**src/hdl/llrv_pkg.sv**
```systemverilog
// ---------------------------------------------------------------------------
// LLR vector ALU package
// Widths, operation and register codes, and the structs shared by the
// lane, merge and top-level modules.
// ---------------------------------------------------------------------------
package llrv_pkg;

	localparam int LANES       = 8;
	localparam int LLR_W       = 8;
	localparam int VEC_W       = 64;
	localparam int OP_W        = 3;
	localparam int CNT_W       = 4;
	localparam int MAG_W       = 7;
	localparam int DOT_W       = 32;
	localparam int CFG_IDX_W   = 2;
	localparam int CFG_DATA_W  = 8;
	localparam int DOT_LANE_W  = LLR_W + 1;
	localparam int DOT_SUM_W   = DOT_LANE_W + $clog2(LANES) + 1;

	typedef enum logic [OP_W-1:0] {
		OP_SAT_SUM   = 3'd0,
		OP_PROMO_SUM = 3'd1,
		OP_CLAMP     = 3'd2,
		OP_HARD      = 3'd3,
		OP_DOT       = 3'd4
	} llrv_op_t;

	typedef enum logic [CFG_IDX_W-1:0] {
		REG_LLR_MAX    = 2'd0,
		REG_LLR_INF    = 2'd1,
		REG_CLAMP_LOW  = 2'd2,
		REG_CLAMP_HIGH = 2'd3
	} llrv_reg_t;

	typedef struct packed {
		logic        [MAG_W-1:0] llr_max;
		logic        [MAG_W-1:0] llr_inf;
		logic signed [LLR_W-1:0] clamp_low;
		logic signed [LLR_W-1:0] clamp_high;
	} llrv_cfg_t;

	localparam llrv_cfg_t CFG_RESET = '{
		llr_max:    7'd120,
		llr_inf:    7'd127,
		clamp_low:  -8'sd120,
		clamp_high: 8'sd120
	};

	// What one lane hands to the merge stage
	typedef struct packed {
		logic        [LLR_W-1:0]      res;
		logic                         hard;
		logic                         zero;
		logic signed [DOT_LANE_W-1:0] dot;
	} llrv_lane_t;

	typedef struct packed {
		logic        [VEC_W-1:0] result_vec;
		logic        [LLR_W-1:0] packed_bits;
		logic                    all_nonzero;
		logic signed [DOT_W-1:0] dot_total;
	} llrv_res_t;

endpackage

```
**src/hdl/llrv_if.sv**
```systemverilog
// ---------------------------------------------------------------------------
// LLR vector ALU channels
// Valid/ready channels for input words, result words and register writes.
// ---------------------------------------------------------------------------
interface llrv_in_if import llrv_pkg::*; ();
	logic                 valid;
	logic                 ready;
	logic [OP_W-1:0]      op;
	logic [VEC_W-1:0]     a_vec;
	logic [VEC_W-1:0]     b_vec;
	logic [CNT_W-1:0]     lane_count;
	logic                 last_item;

	modport source (output valid, op, a_vec, b_vec, lane_count, last_item, input ready);
	modport sink   (input valid, op, a_vec, b_vec, lane_count, last_item, output ready);
endinterface

interface llrv_out_if import llrv_pkg::*; ();
	logic                    valid;
	logic                    ready;
	logic        [VEC_W-1:0] result_vec;
	logic        [LLR_W-1:0] packed_bits;
	logic                    all_nonzero;
	logic signed [DOT_W-1:0] dot_total;

	modport source (output valid, result_vec, packed_bits, all_nonzero, dot_total,
		input ready);
	modport sink   (input valid, result_vec, packed_bits, all_nonzero, dot_total,
		output ready);
endinterface

interface llrv_cfg_if import llrv_pkg::*; ();
	logic                  valid;
	logic                  ready;
	logic [CFG_IDX_W-1:0]  index;
	logic [CFG_DATA_W-1:0] data;

	modport source (output valid, index, data, input ready);
	modport sink   (input valid, index, data, output ready);
endinterface

```
**src/hdl/llrv_lane.sv**
```systemverilog
// ---------------------------------------------------------------------------
// LLR vector ALU lane
// One lane: saturating/promotion sum, clamp, hard bit, zero flag and the
// signed contribution to the sign dot product.
// ---------------------------------------------------------------------------
module llrv_lane import llrv_pkg::*; (
	input  llrv_op_t                op,
	input  logic                    lane_valid,
	input  logic signed [LLR_W-1:0] a,
	input  logic signed [LLR_W-1:0] b,
	input  llrv_cfg_t               cfg,
	output llrv_lane_t              lane_out
);

	logic signed [LLR_W:0]   a9;
	logic signed [LLR_W:0]   b9;
	logic signed [LLR_W:0]   sum9;
	logic        [LLR_W:0]   mag_a;
	logic        [LLR_W:0]   mag_b;
	logic        [LLR_W+1:0] mag_s;
	logic        [LLR_W-1:0] inf_pos;
	logic        [LLR_W-1:0] max_pos;
	logic        [LLR_W-1:0] lim;
	logic        [LLR_W-1:0] sum_r;
	logic signed [LLR_W-1:0] clamp_r;

	assign a9      = {a[LLR_W-1], a};
	assign b9      = {b[LLR_W-1], b};
	assign sum9    = a9 + b9;
	assign mag_a   = a9[LLR_W] ? -a9 : a9;
	assign mag_b   = b9[LLR_W] ? -b9 : b9;
	assign mag_s   = sum9[LLR_W] ? -{sum9[LLR_W], sum9} : {sum9[LLR_W], sum9};
	assign inf_pos = {1'b0, cfg.llr_inf};
	assign max_pos = {1'b0, cfg.llr_max};

	always_comb begin
		lim = (op == OP_PROMO_SUM) ? inf_pos : max_pos;
		if (a9 == -b9) begin
			sum_r = '0;
		end else if (mag_a >= {2'b00, cfg.llr_inf}) begin
			sum_r = a[LLR_W-1] ? -inf_pos : inf_pos;
		end else if (mag_b >= {2'b00, cfg.llr_inf}) begin
			sum_r = b[LLR_W-1] ? -inf_pos : inf_pos;
		end else if (mag_s > {3'b000, cfg.llr_max}) begin
			sum_r = sum9[LLR_W] ? -lim : lim;
		end else begin
			sum_r = sum9[LLR_W-1:0];
		end
	end

	// upper bound first, so the lower bound wins when the two cross
	always_comb begin
		clamp_r = a;
		if (clamp_r > cfg.clamp_high) begin
			clamp_r = cfg.clamp_high;
		end
		if (clamp_r < cfg.clamp_low) begin
			clamp_r = cfg.clamp_low;
		end
	end

	always_comb begin
		lane_out = '0;
		if (lane_valid) begin
			unique case (op)
				OP_SAT_SUM, OP_PROMO_SUM: lane_out.res = sum_r;
				OP_CLAMP: lane_out.res = clamp_r;
				OP_HARD: begin
					lane_out.hard = (a <= 0);
					lane_out.zero = (a == 0);
				end
				OP_DOT: lane_out.dot = b[LLR_W-1] ? -a9 : a9;
				default: lane_out = '0;
			endcase
		end
	end

endmodule

```
**src/hdl/llrv_merge.sv**
```systemverilog
// ---------------------------------------------------------------------------
// LLR vector ALU merge stage
// Combines the lane words into one result and keeps the run state: the
// saturating dot accumulator and the zero-seen flag.
// ---------------------------------------------------------------------------
module llrv_merge import llrv_pkg::*; (
	input  logic       clk,
	input  logic       arst_n,
	input  logic       fire,
	input  llrv_op_t   op,
	input  logic       last,
	input  llrv_lane_t lanes [LANES],
	output llrv_res_t  res
);

	logic signed [DOT_W-1:0]     acc_q;
	logic                        zero_seen_q;
	logic signed [DOT_SUM_W-1:0] dot_sum;
	logic        [DOT_W:0]       acc_sum;
	logic signed [DOT_W-1:0]     acc_sat;
	logic                        zero_any;
	logic                        zero_run;

	always_comb begin
		dot_sum  = '0;
		zero_any = 1'b0;
		res      = '0;
		for (int i = 0; i < LANES; i++) begin
			dot_sum  = dot_sum + DOT_SUM_W'(lanes[i].dot);
			zero_any = zero_any | lanes[i].zero;
			res.result_vec[i*LLR_W +: LLR_W] = lanes[i].res;
			res.packed_bits[LLR_W-1-i]       = lanes[i].hard;
		end
		acc_sum = (DOT_W+1)'(acc_q) + (DOT_W+1)'(dot_sum);
		if (acc_sum[DOT_W] != acc_sum[DOT_W-1]) begin
			acc_sat = acc_sum[DOT_W] ? {1'b1, {(DOT_W-1){1'b0}}} : {1'b0, {(DOT_W-1){1'b1}}};
		end else begin
			acc_sat = acc_sum[DOT_W-1:0];
		end
		zero_run        = zero_seen_q | zero_any;
		res.all_nonzero = (op == OP_HARD) ? !zero_run : 1'b0;
		res.dot_total   = (op == OP_DOT) ? acc_sat : '0;
	end

	// run state moves only with a word of its own op; last closes the run
	always_ff @(posedge clk or negedge arst_n) begin
		if (!arst_n) begin
			acc_q       <= '0;
			zero_seen_q <= 1'b0;
		end else if (fire) begin
			if (op == OP_HARD) begin
				zero_seen_q <= last ? 1'b0 : zero_run;
			end
			if (op == OP_DOT) begin
				acc_q <= last ? '0 : acc_sat;
			end
		end
	end

`ifndef NO_ASSERTIONS
	a_dot_run_end: assert property (@(posedge clk) disable iff (!arst_n)
		fire && op == OP_DOT && last |=> acc_q == '0)
		else $error("dot accumulator not cleared at end of run");

	a_hard_run_end: assert property (@(posedge clk) disable iff (!arst_n)
		fire && op == OP_HARD && last |=> !zero_seen_q)
		else $error("zero flag not cleared at end of run");

	a_other_ops_keep_acc: assert property (@(posedge clk) disable iff (!arst_n)
		fire && op != OP_DOT |=> $stable(acc_q))
		else $error("dot accumulator changed by another op");
`endif

endmodule

```
**src/hdl/llr_vector_alu.sv**
```systemverilog
// ---------------------------------------------------------------------------
// LLR vector ALU
// Eight-lane signed 8-bit LLR arithmetic with run state for hard decision
// and sign dot product.
// ---------------------------------------------------------------------------
// Takes one input word per clock while the output is not stalled and returns
// one result word per input word; each accepted word passes through the lane
// stage register and then the output register. Every lane of a word is worked
// on at once by its own lane unit (sum, clamp, hard bit, dot term); the lane
// outputs are registered, then one merge stage packs the lanes, adds the
// lane dot terms into the 32-bit saturating accumulator and registers the
// result. The accumulator and the zero-seen flag in the merge stage are the
// only state carried from word to word, so runs of op 3 or op 4 words also
// go at one word per clock while the output is not stalled. A result waiting
// on the output does not block input until the lane stage is full behind it.
// Registers are written through the cfg channel, which is always ready; write
// them only while no word is in flight.
// ---------------------------------------------------------------------------
module llr_vector_alu import llrv_pkg::*; (
	input  logic        clk,
	input  logic        arst_n,
	llrv_in_if.sink     din,
	llrv_out_if.source  dout,
	llrv_cfg_if.sink    cfg
);

	llrv_cfg_t  cfg_q;
	llrv_lane_t lane_w [LANES];
	llrv_lane_t lane_s1 [LANES];
	llrv_op_t   op_in;
	llrv_op_t   op_s1;
	logic       last_s1;
	logic       valid_s1;
	llrv_res_t  merge_res;
	llrv_res_t  out_q;
	logic       out_valid_q;
	logic       out_open;
	logic       s1_fire;
	logic       in_fire;

	// register writes ---------------------------------------------------------
	assign cfg.ready = 1'b1;

	always_ff @(posedge clk or negedge arst_n) begin
		if (!arst_n) begin
			cfg_q <= CFG_RESET;
		end else if (cfg.valid) begin
			unique case (llrv_reg_t'(cfg.index))
				REG_LLR_MAX:    cfg_q.llr_max    <= cfg.data[MAG_W-1:0];
				REG_LLR_INF:    cfg_q.llr_inf    <= cfg.data[MAG_W-1:0];
				REG_CLAMP_LOW:  cfg_q.clamp_low  <= cfg.data;
				REG_CLAMP_HIGH: cfg_q.clamp_high <= cfg.data;
				default:        cfg_q            <= cfg_q;
			endcase
		end
	end

	// handshake: output register opens when empty or being taken -------------
	assign out_open  = !out_valid_q || dout.ready;
	assign s1_fire   = valid_s1 && out_open;
	assign din.ready = !valid_s1 || out_open;
	assign in_fire   = din.valid && din.ready;
	assign op_in     = llrv_op_t'(din.op);

	// lanes -------------------------------------------------------------------
	for (genvar g = 0; g < LANES; g++) begin : g_lane
		llrv_lane u_lane (
			.op         (op_in),
			.lane_valid (din.lane_count > CNT_W'(g)),
			.a          (din.a_vec[g*LLR_W +: LLR_W]),
			.b          (din.b_vec[g*LLR_W +: LLR_W]),
			.cfg        (cfg_q),
			.lane_out   (lane_w[g])
		);
	end

	// lane stage register -----------------------------------------------------
	always_ff @(posedge clk or negedge arst_n) begin
		if (!arst_n) begin
			valid_s1 <= 1'b0;
		end else if (din.ready) begin
			valid_s1 <= din.valid;
		end
	end

	always_ff @(posedge clk) begin
		if (in_fire) begin
			lane_s1 <= lane_w;
			op_s1   <= op_in;
			last_s1 <= din.last_item;
		end
	end

	// merge and run state -----------------------------------------------------
	llrv_merge u_merge (
		.clk    (clk),
		.arst_n (arst_n),
		.fire   (s1_fire),
		.op     (op_s1),
		.last   (last_s1),
		.lanes  (lane_s1),
		.res    (merge_res)
	);

	// output register: hold while stalled, advance when open ------------------
	always_ff @(posedge clk or negedge arst_n) begin
		if (!arst_n) begin
			out_valid_q <= 1'b0;
		end else if (out_open) begin
			out_valid_q <= valid_s1;
		end
	end

	always_ff @(posedge clk) begin
		if (s1_fire) begin
			out_q <= merge_res;
		end
	end

	assign dout.valid       = out_valid_q;
	assign dout.result_vec  = out_q.result_vec;
	assign dout.packed_bits = out_q.packed_bits;
	assign dout.all_nonzero = out_q.all_nonzero;
	assign dout.dot_total   = out_q.dot_total;

`ifndef NO_ASSERTIONS
	a_s1_holds_on_stall: assert property (@(posedge clk) disable iff (!arst_n)
		valid_s1 && out_valid_q && !dout.ready |=> valid_s1)
		else $error("lane stage word dropped during output stall");

	a_ready_only_blocked_by_stall: assert property (@(posedge clk) disable iff (!arst_n)
		!din.ready |-> valid_s1 && out_valid_q && !dout.ready)
		else $error("input blocked without a full pipeline");

	a_out_holds_on_stall: assert property (@(posedge clk) disable iff (!arst_n)
		dout.valid && !dout.ready |=> dout.valid && $stable(out_q))
		else $error("result word changed while waiting on the output");
`endif

endmodule
```
**src/flat_wrapper.sv**
```systemverilog
// flat-port wrapper written by rule: the top's interface ports become plain ports
module llr_vector_alu_flat import llrv_pkg::*;
  (clk, arst_n, din_valid, din_op, din_a_vec, din_b_vec, din_lane_count, din_last_item, din_ready, dout_valid, dout_result_vec, dout_packed_bits, dout_all_nonzero, dout_dot_total, dout_ready, cfg_valid, cfg_index, cfg_data, cfg_ready);
  llrv_in_if din_i ();
  llrv_out_if dout_i ();
  llrv_cfg_if cfg_i ();
  input  logic clk;
  input  logic arst_n;
  input wire logic [$bits(din_i.valid)-1:0] din_valid;
  input wire logic [$bits(din_i.op)-1:0] din_op;
  input wire logic [$bits(din_i.a_vec)-1:0] din_a_vec;
  input wire logic [$bits(din_i.b_vec)-1:0] din_b_vec;
  input wire logic [$bits(din_i.lane_count)-1:0] din_lane_count;
  input wire logic [$bits(din_i.last_item)-1:0] din_last_item;
  output wire logic [$bits(din_i.ready)-1:0] din_ready;
  output wire logic [$bits(dout_i.valid)-1:0] dout_valid;
  output wire logic [$bits(dout_i.result_vec)-1:0] dout_result_vec;
  output wire logic [$bits(dout_i.packed_bits)-1:0] dout_packed_bits;
  output wire logic [$bits(dout_i.all_nonzero)-1:0] dout_all_nonzero;
  output wire logic [$bits(dout_i.dot_total)-1:0] dout_dot_total;
  input wire logic [$bits(dout_i.ready)-1:0] dout_ready;
  input wire logic [$bits(cfg_i.valid)-1:0] cfg_valid;
  input wire logic [$bits(cfg_i.index)-1:0] cfg_index;
  input wire logic [$bits(cfg_i.data)-1:0] cfg_data;
  output wire logic [$bits(cfg_i.ready)-1:0] cfg_ready;
  assign din_i.valid = din_valid;
  assign din_i.op = din_op;
  assign din_i.a_vec = din_a_vec;
  assign din_i.b_vec = din_b_vec;
  assign din_i.lane_count = din_lane_count;
  assign din_i.last_item = din_last_item;
  assign din_ready = din_i.ready;
  assign dout_valid = dout_i.valid;
  assign dout_result_vec = dout_i.result_vec;
  assign dout_packed_bits = dout_i.packed_bits;
  assign dout_all_nonzero = dout_i.all_nonzero;
  assign dout_dot_total = dout_i.dot_total;
  assign dout_i.ready = dout_ready;
  assign cfg_i.valid = cfg_valid;
  assign cfg_i.index = cfg_index;
  assign cfg_i.data = cfg_data;
  assign cfg_ready = cfg_i.ready;
  llr_vector_alu u_core (.clk(clk), .arst_n(arst_n), .din(din_i), .dout(dout_i), .cfg(cfg_i));
endmodule
```
**config.mk**
```make
export PLATFORM = sky130hd
export DESIGN_NAME = llr_vector_alu_flat
export DESIGN_NICKNAME = d
export VERILOG_FILES = /design/src/hdl/llrv_pkg.sv /design/src/hdl/llrv_if.sv /design/src/hdl/llrv_lane.sv /design/src/hdl/llrv_merge.sv /design/src/hdl/llr_vector_alu.sv /design/src/flat_wrapper.sv
export SDC_FILE = /design/constraint.sdc
export NUM_CORES = 2
export LEC_CHECK = 0
export BUFFER_PORTS_ARGS = -buffer_cell sky130_fd_sc_hd__buf_4
export CORE_MARGIN = 10
export CORE_UTILIZATION = 30
export DETAILED_ROUTE_END_ITERATION = 8
export GPL_ROUTABILITY_DRIVEN = 0
export PLACE_DENSITY_LB_ADDON = 0.12
export SETUP_SLACK_MARGIN = 0.1
export SYNTH_ARGS = -nofsm -noshare
export SYNTH_HDL_FRONTEND = slang
export SYNTH_SLANG_ARGS = --single-unit
```
**constraint.sdc**
```tcl
create_clock -name clk -period 14.6 [get_ports clk]
set_input_delay 2.92 -clock clk [delete_from_list [all_inputs] [get_ports clk]]
set_output_delay 2.92 -clock clk [all_outputs]
set_load 0.05 [all_outputs]
```
==> flow_summary.yaml <==
synth:
  synth-compound-area-share_pct: 16.99
  synth_xor_area_share_pct: 7.716
  synth_fa_ha_area_share_pct: 23.96
  synth_commonest_cells: "ha_1, nand2_1, nor2_1"
  synth_top_area_share_pct: 20.92
  syn_area_per_cell_sq_um: 9.043
  ys_seq_elements: 326
  yosysWarnings: 0
  syn_nets: 4912
  synth_edf_count: 261
  yosysTopAreaCell: "edfxtp_1"
  synthMuxAreaShare_pct: 5.328
  yosys_most_used_dff: "edfxtp_1"
  async_reset_ff_share_pct: 19.94
  yosysMostFrequentCell: "ha_1"
  synth_top_family_by_area: "adder cells"
  netlist_area_sq_um: 37460
  synth_area_leaders: "edfxtp_1, ha_1, fa_1"
  synth_cell_type_count: 95
  synth-simple-area-share_pct: 16.29
  ys_seq_area_share_pct: 25.32
  netlist_instances: 4142
setup_path:
  worstPathCellList: "fa_1 -> inv_1 -> buf_4 -> fa_1 -> fa_1 -> fa_1 -> inv_1 -> ha_1 -> o21ai_0 -> a21oi_1 -> o21ai_1 -> a311oi_1 -> nor3_1 -> nor3_4 -> nand2_1 -> nand2_1 -> nor2_1"
  path_common_cell: "fa_1"
  worst-path-buf-inv: 3
  required_ns: 14.96
  start_kind: "flip-flop"
  ff2ff_setup_slack_ns: 7.43
  crit_type: "flip-flop to flip-flop"
  path_max_fanout: 24
  cp.arrival_ns: 7.52
  critical_path.top_delay_family: "adder cells"
  end_kind: "flip-flop"
  slowest_stage: "nand2_1"
  cpPeakStageDelay_ns: 0.81
global_routing:
  grt_start_max_net_pins: 66
  grt_util_all_layers_pct: 22.60
  grt-ovfl-total: 0
  grt_pass1_wl_mm: 233.8
  grt_pass1_vias: 32566
  antenna_found_initial: 20
sta:
  finalMaxSlewViolations: 0
  rsz0062_at_grt: "no"
  setup_viol: 0
  fin_ws_ns: 7.435
  fin_crit_sh_pct: 49.08
  worst_slew_pin_slew_ns: 1.370
  maxSlewHeadroom_pct: 8.622
  max_freq_mhz: 139.6
  finClkSkew_ns: 0.02783
  hold_viol: 0
  tns_ns: 0
  fin_crit_ns: 7.165
drt:
  routedWlPerCell_um: 27.02
  detail_route.vias_per_cell: 5.460
  firstDrtPassIters: 6
  drc: 0
  drtIter0Drc: 3038
  routed_wl_mm: 163.1
  vias: 32966
  ant_nets: 0
die:
  fp.dieW_um: 373.3
  rows: 129
  pin_count: 259
  initial_core_util_pct: 30.26
  die-area_sq_um: 139400
  core-area_sq_um: 123800
  die_y_um: 373.3
power_and_ir_drop:
  pwr-share-clk_pct: 12.6
  p_switching_mw: 5.462
  p_seq_share_pct: 13.3
  power_mw: 10.08
  p_int_mw: 4.622
  p_sw_share_pct: 54.16
  max-vdd-ir-drop_mv: 0.2937
  power_leakage_nw: 18.35
  comb_power_share_pct: 74.1
  power.density_nw_per_um2: 233.9
finish:
  area_delta_synth_final_pct: 15.08
  final_core_util_pct: 34.82
  instances_no_fill: 6038
  nets: 5129
  drive_above_1_share_pct: 12.58
clocking:
  path_clk_slew_ns: 0.06
  cts.htree.levels: 2
  cts_buffers: 46
  cts.sinks: 326
  cts_resized: 0
  root_buffer: "clkbuf_16"
  cts_max_path_buffers: 3
  cts_tree: "built"
  clock_latency_ns: 0.66
  ctsHoldBuffers: 0
  post_cts.repair.setup_buffers: 0
place:
  place_ws_ns: 7.092
  place_inst: 5948
  hpwl_mm: 121.7
  io_buffer_count: 257
outcome:
  status: "finished clean"
job:
  cap_viol_max_count: 0
hold_path:
  hold_path.class: "flip-flop to flip-flop"
[flip-flops by register name (all words and copies together), names as in the netlist]
signal,cells
u_core.cfg_q,30
u_core.op_s1,3
u_core.dout.valid,1
u_core.dout.all_nonzero,1
u_core.dout.dot_total,32
u_core.u_merge.zero_seen_q,1
u_core.last_s1,1
u_core.dout.result_vec,64
u_core.lane_s1,152
u_core.valid_s1,1
u_core.u_merge.acc_q,32
u_core.dout.packed_bits,8
[final timing paths]
path                                          from                         end  depth (start not counted)
worst max register to register  u_core.lane_s1[46]   u_core.dout.dot_total[24]                         17
worst min-delay path            u_core.lane_s1[67]  u_core.dout.packed_bits[3]                          0
max in group asynchronous                   arst_n            u_core.cfg_q[14]                          2
worst max-delay path            u_core.lane_s1[46]   u_core.dout.dot_total[24]                         17
worst min register to register  u_core.lane_s1[67]  u_core.dout.packed_bits[3]                          0
min in group asynchronous                   arst_n    u_core.u_merge.acc_q[12]                          1
[area by class of cell]
class / instances / area [sq um]
repair buffers: 331 / 2485
multi-input cells: 3383 / 26400
well taps: 1637 / 2048
clock inverters: 32 / 467.9
diodes: 5 / 12.51
flip-flops and latches: 326 / 9485
fillers: 12802 / 80690
inverters: 271 / 1017
clock buffers: 53 / 1187
[cells by family (layout without fill, tap and decap cells)]
logic type      Yosys count  after routing
simple gates           1283           1283
buf+inv                 433            687
mux                     189            189
other cells               1              6
compound gates          958            958
flops                   326            326
xor+xnor                330            330
fa+ha+maj               622            622
[power groups by stage]
| stage | Sequential (mW) | Combinational (mW) | Clock (mW) |
|---|---|---|---|
| detailed placement | 1.36 | 7.42 | 0 |
| CTS | 1.34 | 7.48 | 1.30 |
| finish | 1.34 | 7.47 | 1.27 |
| global placement | 1.36 | 7.52 | 0 |
| global route | 1.36 | 8.30 | 1.33 |
| floorplan | 1.53 | 4.98 | 0 |
[layout by cell type, fill, tap and decap left out, types with 56 or more instances in the layout]
cell type	count
o21ai_0	260
nand2_1	384
inv_1	266
xnor2_1	226
ha_1	459
buf_4	331
mux2_2	56
nor2b_1	70
mux2i_1	129
a21oi_1	164
fa_1	160
edfxtp_1	261
xor2_1	102
nor3_1	105
or3_1	60
nor2_1	363
a21o_1	61
nand3_1	71
[worst register-to-register path: cells and delay by family, from the launching register on]
kind            cells  cell delay, ns
buf+inv             3            1.01
fa+ha+maj           5            2.53
flops               1            0.40
compound gates      4            1.13
simple gates        5            1.79
[per-layer routing]
metal | global-route usage [%] | vias to the layer above | routed length [um]
li1 | - | 15432 | -
met1 | 29.32 | 16102 | 69890
met2 | 36.94 | 1125 | 74470
met3 | 4.344 | 289 | 11630
met4 | 8.603 | 18 | 7040
met5 | 0 | - | 106
[through the flow]
step / cell area, sq um / hold WS [ns]
after global routing: 43100 / 0.4253
final: 43100 / 0.4182
after floorplan: 37460 / 0.4003
after global placement: 41440 / 0.4018
after detailed placement: 41440 / 0.4045
after CTS: 43090 / 0.4094
Power figures use the tool's default switching activity.
